===== src/rtl/core/kms_pkg.sv =====
// Package for the keypad matrix scan and debounce unit.
// Holds matrix geometry, field widths, register indexes and shared structs.
// No dependencies.
package kms_pkg;

    localparam int KMS_ROWS       = 3;
    localparam int KMS_COLS       = 3;
    localparam int KMS_ROW_W      = 3;
    localparam int KMS_DRIVE_W    = 3;
    localparam int KMS_KEY_W      = 9;
    localparam int KMS_COL_IDX_W  = 2;
    localparam int KMS_SETTLE_W   = 16;
    localparam int KMS_DEBOUNCE_W = 8;
    localparam int KMS_CFG_DATA_W = 16;
    localparam int KMS_CFG_IDX_W  = 1;

    localparam logic [KMS_CFG_IDX_W-1:0] KMS_REG_SETTLE_TICKS   = 1'd0;
    localparam logic [KMS_CFG_IDX_W-1:0] KMS_REG_DEBOUNCE_COUNT = 1'd1;

    localparam logic [KMS_SETTLE_W-1:0]   KMS_SETTLE_RESET   = 16'd10;
    localparam logic [KMS_DEBOUNCE_W-1:0] KMS_DEBOUNCE_RESET = 8'd5;

    // scanner to debounce: one completed scan word
    typedef struct packed {
        logic                 done;
        logic [KMS_KEY_W-1:0] sample;
    } kms_scan_t;

    // one result item
    typedef struct packed {
        logic [KMS_DRIVE_W-1:0] column_drive;
        logic [KMS_KEY_W-1:0]   press_mask;
        logic                   scan_done;
    } kms_result_t;

endpackage


===== src/rtl/core/kms_scan.sv =====
// Column scanner: drives one column at a time, settles, samples rows.
// Depends on kms_pkg.
module kms_scan (
    input  logic                          aclk,
    input  logic                          aresetn,
    input  logic                          tick,
    input  logic [kms_pkg::KMS_ROW_W-1:0]    row_levels,
    input  logic [kms_pkg::KMS_SETTLE_W-1:0] settle_ticks,
    output logic [kms_pkg::KMS_DRIVE_W-1:0]  column_drive,
    output kms_pkg::kms_scan_t               scan
);
    import kms_pkg::*;

    logic [KMS_COL_IDX_W-1:0] column_index_reg, column_index_next;
    logic [KMS_SETTLE_W-1:0]  settle_counter_reg, settle_counter_next;
    logic [KMS_KEY_W-1:0]     scan_word_reg, scan_word_next;
    logic [KMS_KEY_W-1:0]     sampled;
    logic                     sample_now;
    logic                     last_col;

    always_comb begin
        column_drive = '1;
        for (int c = 0; c < KMS_DRIVE_W; c++) begin
            if (column_index_reg == KMS_COL_IDX_W'(c)) begin
                column_drive[c] = 1'b0;
            end
        end
    end

    always_comb begin
        sampled = scan_word_reg;
        for (int r = 0; r < KMS_ROWS; r++) begin
            for (int c = 0; c < KMS_COLS; c++) begin
                if (r < KMS_ROW_W && (r * KMS_COLS + c) < KMS_KEY_W) begin
                    if (column_index_reg == KMS_COL_IDX_W'(c) && !row_levels[r]) begin
                        sampled[r * KMS_COLS + c] = 1'b1;
                    end
                end
            end
        end
    end

    assign sample_now = (settle_counter_reg >= settle_ticks);
    // an index at or beyond the last column counts as the last one
    assign last_col   = ({1'b0, column_index_reg} >= (KMS_COL_IDX_W + 1)'(KMS_COLS - 1));

    always_comb begin
        column_index_next   = column_index_reg;
        settle_counter_next = settle_counter_reg;
        scan_word_next      = scan_word_reg;
        scan.done           = 1'b0;
        scan.sample         = sampled;
        if (!sample_now) begin
            settle_counter_next = settle_counter_reg + 1'b1;
        end else begin
            settle_counter_next = '0;
            if (last_col) begin
                scan.done         = 1'b1;
                scan_word_next    = '0;
                column_index_next = '0;
            end else begin
                scan_word_next    = sampled;
                column_index_next = column_index_reg + 1'b1;
            end
        end
    end

    always_ff @(posedge aclk) begin
        if (!aresetn) begin
            column_index_reg   <= '0;
            settle_counter_reg <= '0;
            scan_word_reg      <= '0;
        end else if (tick) begin
            column_index_reg   <= column_index_next;
            settle_counter_reg <= settle_counter_next;
            scan_word_reg      <= scan_word_next;
        end
    end

endmodule


===== src/rtl/core/kms_debounce.sv =====
// Debouncer: compares finished scans with the stable word, reports presses once.
// Depends on kms_pkg.
module kms_debounce (
    input  logic                              aclk,
    input  logic                              aresetn,
    input  logic                              tick,
    input  kms_pkg::kms_scan_t                scan,
    input  logic [kms_pkg::KMS_DEBOUNCE_W-1:0] debounce_count,
    output logic [kms_pkg::KMS_KEY_W-1:0]      press_mask
);
    import kms_pkg::*;

    logic [KMS_KEY_W-1:0]      stable_word_reg, stable_word_next;
    logic [KMS_DEBOUNCE_W-1:0] match_counter_reg, match_counter_next;
    logic                      press_latched_reg, press_latched_next;
    logic [KMS_DEBOUNCE_W-1:0] threshold;
    logic                      settled;

    assign threshold = (debounce_count == '0) ? '0 : debounce_count - 1'b1;
    assign settled   = (match_counter_next >= threshold);

    always_comb begin
        stable_word_next   = stable_word_reg;
        match_counter_next = match_counter_reg;
        if (scan.sample == stable_word_reg) begin
            // saturate at the debounce count
            if (match_counter_reg < debounce_count) begin
                match_counter_next = match_counter_reg + 1'b1;
            end
        end else begin
            stable_word_next   = scan.sample;
            match_counter_next = '0;
        end
    end

    always_comb begin
        press_latched_next = press_latched_reg;
        press_mask         = '0;
        if (!press_latched_reg && stable_word_next != '0 && settled) begin
            press_latched_next = 1'b1;
            press_mask         = stable_word_next;
        end else if (press_latched_reg && stable_word_next == '0 && settled) begin
            press_latched_next = 1'b0;
        end
        if (!scan.done) begin
            press_mask = '0;
        end
    end

    always_ff @(posedge aclk) begin
        if (!aresetn) begin
            stable_word_reg   <= '0;
            match_counter_reg <= '0;
            press_latched_reg <= 1'b0;
        end else if (tick && scan.done) begin
            stable_word_reg   <= stable_word_next;
            match_counter_reg <= match_counter_next;
            press_latched_reg <= press_latched_next;
        end
    end

endmodule


===== src/rtl/core/kms_out_buf.sv =====
// Two-entry result buffer: output register plus skid register.
// Depends on kms_pkg.
module kms_out_buf (
    input  logic                 aclk,
    input  logic                 aresetn,
    input  logic                 in_valid,
    output logic                 in_ready,
    input  kms_pkg::kms_result_t in_data,
    output logic                 out_valid,
    input  logic                 out_ready,
    output kms_pkg::kms_result_t out_data
);
    import kms_pkg::*;

    logic        out_valid_reg;
    logic        skid_valid_reg;
    kms_result_t out_data_reg;
    kms_result_t skid_data_reg;
    logic        in_fire;

    assign in_ready  = !skid_valid_reg;
    assign in_fire   = in_valid && in_ready;
    assign out_valid = out_valid_reg;
    assign out_data  = out_data_reg;

    always_ff @(posedge aclk) begin
        if (!aresetn) begin
            out_valid_reg  <= 1'b0;
            skid_valid_reg <= 1'b0;
        end else if (out_ready || !out_valid_reg) begin
            // output slot frees up: drain skid first
            if (skid_valid_reg) begin
                out_valid_reg  <= 1'b1;
                skid_valid_reg <= 1'b0;
            end else begin
                out_valid_reg  <= in_fire;
            end
        end else if (in_fire) begin
            skid_valid_reg <= 1'b1;
        end
    end

    always_ff @(posedge aclk) begin
        if (out_ready || !out_valid_reg) begin
            if (skid_valid_reg) begin
                out_data_reg <= skid_data_reg;
            end else if (in_fire) begin
                out_data_reg <= in_data;
            end
        end else if (in_fire) begin
            skid_data_reg <= in_data;
        end
    end

endmodule


===== src/rtl/core/keypad_matrix_scan_debounce_unit.sv =====
// Keypad matrix scan and debounce unit, top level.
// Uses kms_pkg, kms_scan, kms_debounce and kms_out_buf.
//
// Usage:
//   Input channel (s_valid/s_ready/s_row_levels): one transfer per timebase
//   tick, carrying the raw row levels (low means pressed).
//   Result channel (m_valid/m_ready/m_*): one transfer per input transfer,
//   giving the column drive in effect on that tick, any newly accepted press
//   mask and the scan-done flag.
//   Config port (cfg_wr_en/cfg_index/cfg_wdata): index 0 settle ticks,
//   index 1 debounce count; write while the block is idle.
// Timing:
//   Results are registered in the output or, when stalled, skid register.
//   Throughput is one item per cycle while s_ready is high; the scan and
//   debounce update is a single pass of logic from state to result register.
// Reset:
//   aresetn (synchronous, active low) clears scan state, debounce state and
//   the result buffer, and loads settle ticks 10 and debounce count 5.
// Stall:
//   A two-entry result buffer holds results while m_ready is low; s_ready
//   drops only once both entries are full, and rises again as they drain.
module keypad_matrix_scan_debounce_unit (
    input  logic                                aclk,
    input  logic                                aresetn,
    input  logic                                s_valid,
    output logic                                s_ready,
    input  logic [kms_pkg::KMS_ROW_W-1:0]       s_row_levels,
    output logic                                m_valid,
    input  logic                                m_ready,
    output logic [kms_pkg::KMS_DRIVE_W-1:0]     m_column_drive,
    output logic [kms_pkg::KMS_KEY_W-1:0]       m_press_mask,
    output logic                                m_scan_done,
    input  logic                                cfg_wr_en,
    input  logic [kms_pkg::KMS_CFG_IDX_W-1:0]   cfg_index,
    input  logic [kms_pkg::KMS_CFG_DATA_W-1:0]  cfg_wdata
);
    import kms_pkg::*;

    logic [KMS_SETTLE_W-1:0]   settle_ticks_reg;
    logic [KMS_DEBOUNCE_W-1:0] debounce_count_reg;
    logic                      tick;
    kms_scan_t                 scan;
    kms_result_t               result;
    kms_result_t               result_out;

    always_ff @(posedge aclk) begin
        if (!aresetn) begin
            settle_ticks_reg   <= KMS_SETTLE_RESET;
            debounce_count_reg <= KMS_DEBOUNCE_RESET;
        end else if (cfg_wr_en) begin
            case (cfg_index)
                KMS_REG_SETTLE_TICKS:   settle_ticks_reg   <= cfg_wdata;
                KMS_REG_DEBOUNCE_COUNT: debounce_count_reg <= cfg_wdata[KMS_DEBOUNCE_W-1:0];
                default: ;
            endcase
        end
    end

    assign tick = s_valid && s_ready;

    kms_scan u_scan (
        .aclk         (aclk),
        .aresetn      (aresetn),
        .tick         (tick),
        .row_levels   (s_row_levels),
        .settle_ticks (settle_ticks_reg),
        .column_drive (result.column_drive),
        .scan         (scan)
    );

    kms_debounce u_debounce (
        .aclk           (aclk),
        .aresetn        (aresetn),
        .tick           (tick),
        .scan           (scan),
        .debounce_count (debounce_count_reg),
        .press_mask     (result.press_mask)
    );

    assign result.scan_done = scan.done;

    kms_out_buf u_out_buf (
        .aclk      (aclk),
        .aresetn   (aresetn),
        .in_valid  (s_valid),
        .in_ready  (s_ready),
        .in_data   (result),
        .out_valid (m_valid),
        .out_ready (m_ready),
        .out_data  (result_out)
    );

    assign m_column_drive = result_out.column_drive;
    assign m_press_mask   = result_out.press_mask;
    assign m_scan_done    = result_out.scan_done;

endmodule


===== config.mk =====
export PLATFORM = sky130hd
export DESIGN_NAME = keypad_matrix_scan_debounce_unit
export DESIGN_NICKNAME = d
export VERILOG_FILES = /design/src/rtl/core/kms_pkg.sv /design/src/rtl/core/kms_scan.sv /design/src/rtl/core/kms_debounce.sv /design/src/rtl/core/kms_out_buf.sv /design/src/rtl/core/keypad_matrix_scan_debounce_unit.sv
export SDC_FILE = /design/constraint.sdc
export NUM_CORES = 1
export LEC_CHECK = 0
export ABC_AREA = 0
export BUFFER_PORTS_ARGS = -buffer_cell sky130_fd_sc_hd__clkbuf_2
export CAP_MARGIN = 20
export CORE_ASPECT_RATIO = 1.25
export CORE_MARGIN = 2
export CORE_UTILIZATION = 40
export CTS_CLUSTER_DIAMETER = 40
export DETAILED_ROUTE_END_ITERATION = 6
export HOLD_SLACK_MARGIN = 0.02
export PLACE_DENSITY_LB_ADDON = 0.05
export SLEW_MARGIN = 20
export SYNTH_ARGS = -nofsm -noshare
export SYNTH_HDL_FRONTEND = slang
export SYNTH_HIERARCHICAL = 1
export SYNTH_SLANG_ARGS = --single-unit

===== constraint.sdc =====
create_clock -name aclk -period 6.7 [get_ports aclk]
set_clock_uncertainty 0.1 [all_clocks]
set_input_delay 1.34 -clock aclk [delete_from_list [all_inputs] [get_ports aclk]]
set_output_delay 1.34 -clock aclk [all_outputs]
set_load 0.03 [all_outputs]

==> results_dict.tcl <==
set metrics [dict create \
    setup.worst_path.start "settle_ticks_reg[15]$_SDFFE_PN0P_" \
    start_util_pct 40.54 \
    synthSimpleGateAreaFrac_pct 21.13 \
    startpoint_type "flip-flop" \
    synth_edf_count 26 \
    die_w_microns 107.3 \
    finalSetupViolCount 0 \
    r2r_setup_slack_ns 2.45 \
    cp-end-kind "flip-flop" \
    boundaryPins 40 \
    dpl_cell_area_sq_um 5603 \
    p_per_area_nw_per_um2 208.3 \
    cp.arrival_ns 4.42 \
    dr_total_vias 3976 \
    yosys.area.top_type "dfxtp_1" \
    synth_xor_area_share_pct 5.576 \
    wl_per_cell_microns 15.26 \
    synthTopCellsByCount "nand2_1 (98), dfxtp_1 (71), ha_1 (34), inv_1 (33), mux2i_1 (29)" \
    initialDrtViolationCount 214 \
    root_buffer "clkbuf_16" \
    cts_hold_buffers 0 \
    first_pass_iters 4 \
    ir_drop_mv 0.1050 \
    required_ns 6.87 \
    synth-main-ff-cell "dfxtp_1" \
    cpMaxStageDelayCell "nor4_1" \
    synth_nets 627 \
    avgSynthCellArea_sq_um 9.402 \
    viasPerCell 5.157 \
    clk_latency_ns 0.34 \
    row_count 47 \
    clk_transition_reported_paths_ns 0.07 \
    path_max_fanout 23 \
    crit_path_cell_trace "inv_1, ha_1, nand4_1, or4_1, o32a_1, a21boi_0, nand2_1, nor4_1, nand4bb_1, a31oi_1" \
    max-cap-violations 0 \
    leakage_nw 2.164 \
    synth_warnings 6 \
    timing.rr.start "settle_ticks_reg[15]$_SDFFE_PN0P_" \
    postLayoutCoreUtil_pct 44.77 \
    design_area_sq_um 5897 \
    yosysSeqAreaShare_pct 41.24 \
    htree_levels 3 \
    period_share_pct 63.46 \
    max_freq_ghz 0.2352 \
    worstSetupPathType "reg -> reg" \
    grt_pass1_wl_microns 19710 \
    async_flop_share_pct 0 \
    drive_above_1_share_pct 13.00 \
    post_cts_buffers 0 \
    slew_viol_final 0 \
    finalCriticalPeriod_ns 4.252 \
    ctsLongestPathBuffers 2 \
    gr-usage-all-layers_pct 17.32 \
    crit_end "u_debounce/match_counter_reg[7]$_SDFFE_PN0P_" \
    rr_worst_depth 10 \
    synth_area_sq_um 5340 \
    synth_area_leaders "dfxtp_1 (27%), edfxtp_1 (15%), ha_1 (8.0%)" \
    r2r_end "u_debounce/match_counter_reg[7]$_SDFFE_PN0P_" \
    synth_top_family_by_area "simple AND/OR/NAND/NOR gates" \
    grt_setup_unrepaired "no" \
    cts_buffers 9 \
    dp_cells 755 \
    die_h_microns 133.2 \
    core-area_sq_um 13170 \
    insertedDiodeCount 0 \
    place_ws_ns 1.741 \
    cts_repair_resize_count 0 \
    gp_congestion 0.8669 \
    area_growth_pct 10.43 \
    synthMuxAreaShare_pct 8.599 \
    ant_nets 0 \
    fin_ws_ns 2.449 \
    antenna_found_initial 0 \
    max-slew-margin-rel_pct 32.04 \
    clock-sinks 97 \
    synthAdderAreaFrac_pct 7.966 \
    yosysMostFrequentCell "nand2_1" \
    final.setup.tns_ns 0 \
    holdCritPathClass "reg -> reg" \
    fin_cells 771 \
    synth.distinct_cells 54 \
    netlist_instances 568 \
    grt_max_degree 80 \
    port_buffers 39 \
    wl_microns 11770 \
    die_area_sq_um 14300 \
    max_stage_delay_ns 0.75 \
    cts_tree "done" \
    synth_compound_area_share_pct 9.934 \
    synth_top_area_share_pct 26.62 \
    fin_nets 654 \
    grt_pass1_vias 3923 \
    drc 0 \
    dp_hpwl_microns 8571 \
    tightest_slew_ns 1.018 \
    gr-total-overflow 0 \
    finalHoldViolCount 0 \
    synth_seq_cells 97 \
    outcome "completed" \
]
critical path, delay by kind of cell (launching register included):
kind                     cells  cell delay [ns]
buffers and inverters        1             0.04
AND/OR/NAND/NOR              5             2.27
flip-flops                   1             0.32
AO/OA/AOI/OAI                3             1.11
adder cells (fa/ha/maj)      1             0.31
layout make-up:
cell class                 instances  area [sq um]
fill                            1349          7276
multi-input combinational        413          2858
sequential                        97          2202
clock buffer                      10         239.0
tap                              171         214.0
timing repair buffer              41         210.2
inverter                          33         123.9
clock inverter                     6         50.05
routing by layer:
| layer | vias up | track usage (%) | share of wire (%) |
|---|---|---|---|
| met4 | 0 | 5.698 | 1.5 |
| met3 | 12 | 2.935 | 1.9 |
| met1 | 1873 | 22.59 | 47 |
| li1 | 2045 | - | - |
| met5 | - | 0 | 0 |
| met2 | 46 | 29.08 | 49 |
kinds of logic after synthesis:
logic type | Yosys count
compound gates | 79
xor+xnor | 34
fa+ha+maj | 34
buf+inv | 58
flops | 97
mux | 42
simple gates | 224
through the flow:
stage,hold slack [ns],total power [mW]
after global placement,0.3375,0.7405
after floorplan,0.3086,0.7130
after CTS,0.3486,1.249
final,0.3461,1.228
after global routing,0.3759,1.287
after detailed placement,0.3361,0.7433
where the power goes:
part	total, mW	switching [mW]	internal, mW
combinational	0.104	0.0641	0.0398
clock	0.500	0.233	0.267
sequential	0.624	0.00962	0.615
total	1.23	0.306	0.922
how the worst min path moves through the flow:
stage | startpoint | end | slack (ns) | cells past startpoint
2_1_floorplan | u_scan/scan_word_reg[2]$_SDFFE_PN0P_ | u_scan/scan_word_reg[2]$_SDFFE_PN0P_ | 0.31 | 2
3_3_place_gp | u_scan/scan_word_reg[8]$_SDFFE_PN0P_ | u_scan/scan_word_reg[8]$_SDFFE_PN0P_ | 0.34 | 2
3_5_place_dp | u_scan/scan_word_reg[8]$_SDFFE_PN0P_ | u_scan/scan_word_reg[8]$_SDFFE_PN0P_ | 0.34 | 2
4_1_cts | u_scan/scan_word_reg[5]$_SDFFE_PN0P_ | u_scan/scan_word_reg[5]$_SDFFE_PN0P_ | 0.35 | 2
5_1_grt | settle_ticks_reg[5]$_SDFFE_PN0P_ | settle_ticks_reg[5]$_SDFFE_PN0P_ | 0.38 | 2
6_report | u_scan/scan_word_reg[5]$_SDFFE_PN0P_ | u_scan/scan_word_reg[5]$_SDFFE_PN0P_ | 0.35 | 2
layout by cell type, fill, tap and decap left out, types with 6 or more instances in the layout:
cell type | Yosys | routed
a21oi_1 | 25 | 25
a31oi_1 | 6 | 6
and2_1 | 13 | 13
clkbuf_16 | 0 | 9
clkbuf_2 | 0 | 39
dfxtp_1 | 71 | 71
edfxtp_1 | 26 | 26
ha_1 | 34 | 34
inv_1 | 33 | 33
mux2_2 | 7 | 7
mux2_4 | 6 | 6
mux2i_1 | 29 | 29
nand2_1 | 98 | 98
nand2b_1 | 7 | 7
nand3_1 | 20 | 20
nand3b_1 | 7 | 7
nand4_1 | 15 | 15
nor2_1 | 18 | 18
nor3_1 | 7 | 6
nor3b_1 | 17 | 16
o211ai_1 | 8 | 8
o21ai_0 | 7 | 7
o21bai_1 | 9 | 9
xnor2_1 | 21 | 21
xor2_1 | 13 | 13
No activity file was read; power rests on OpenSTA's default activity.
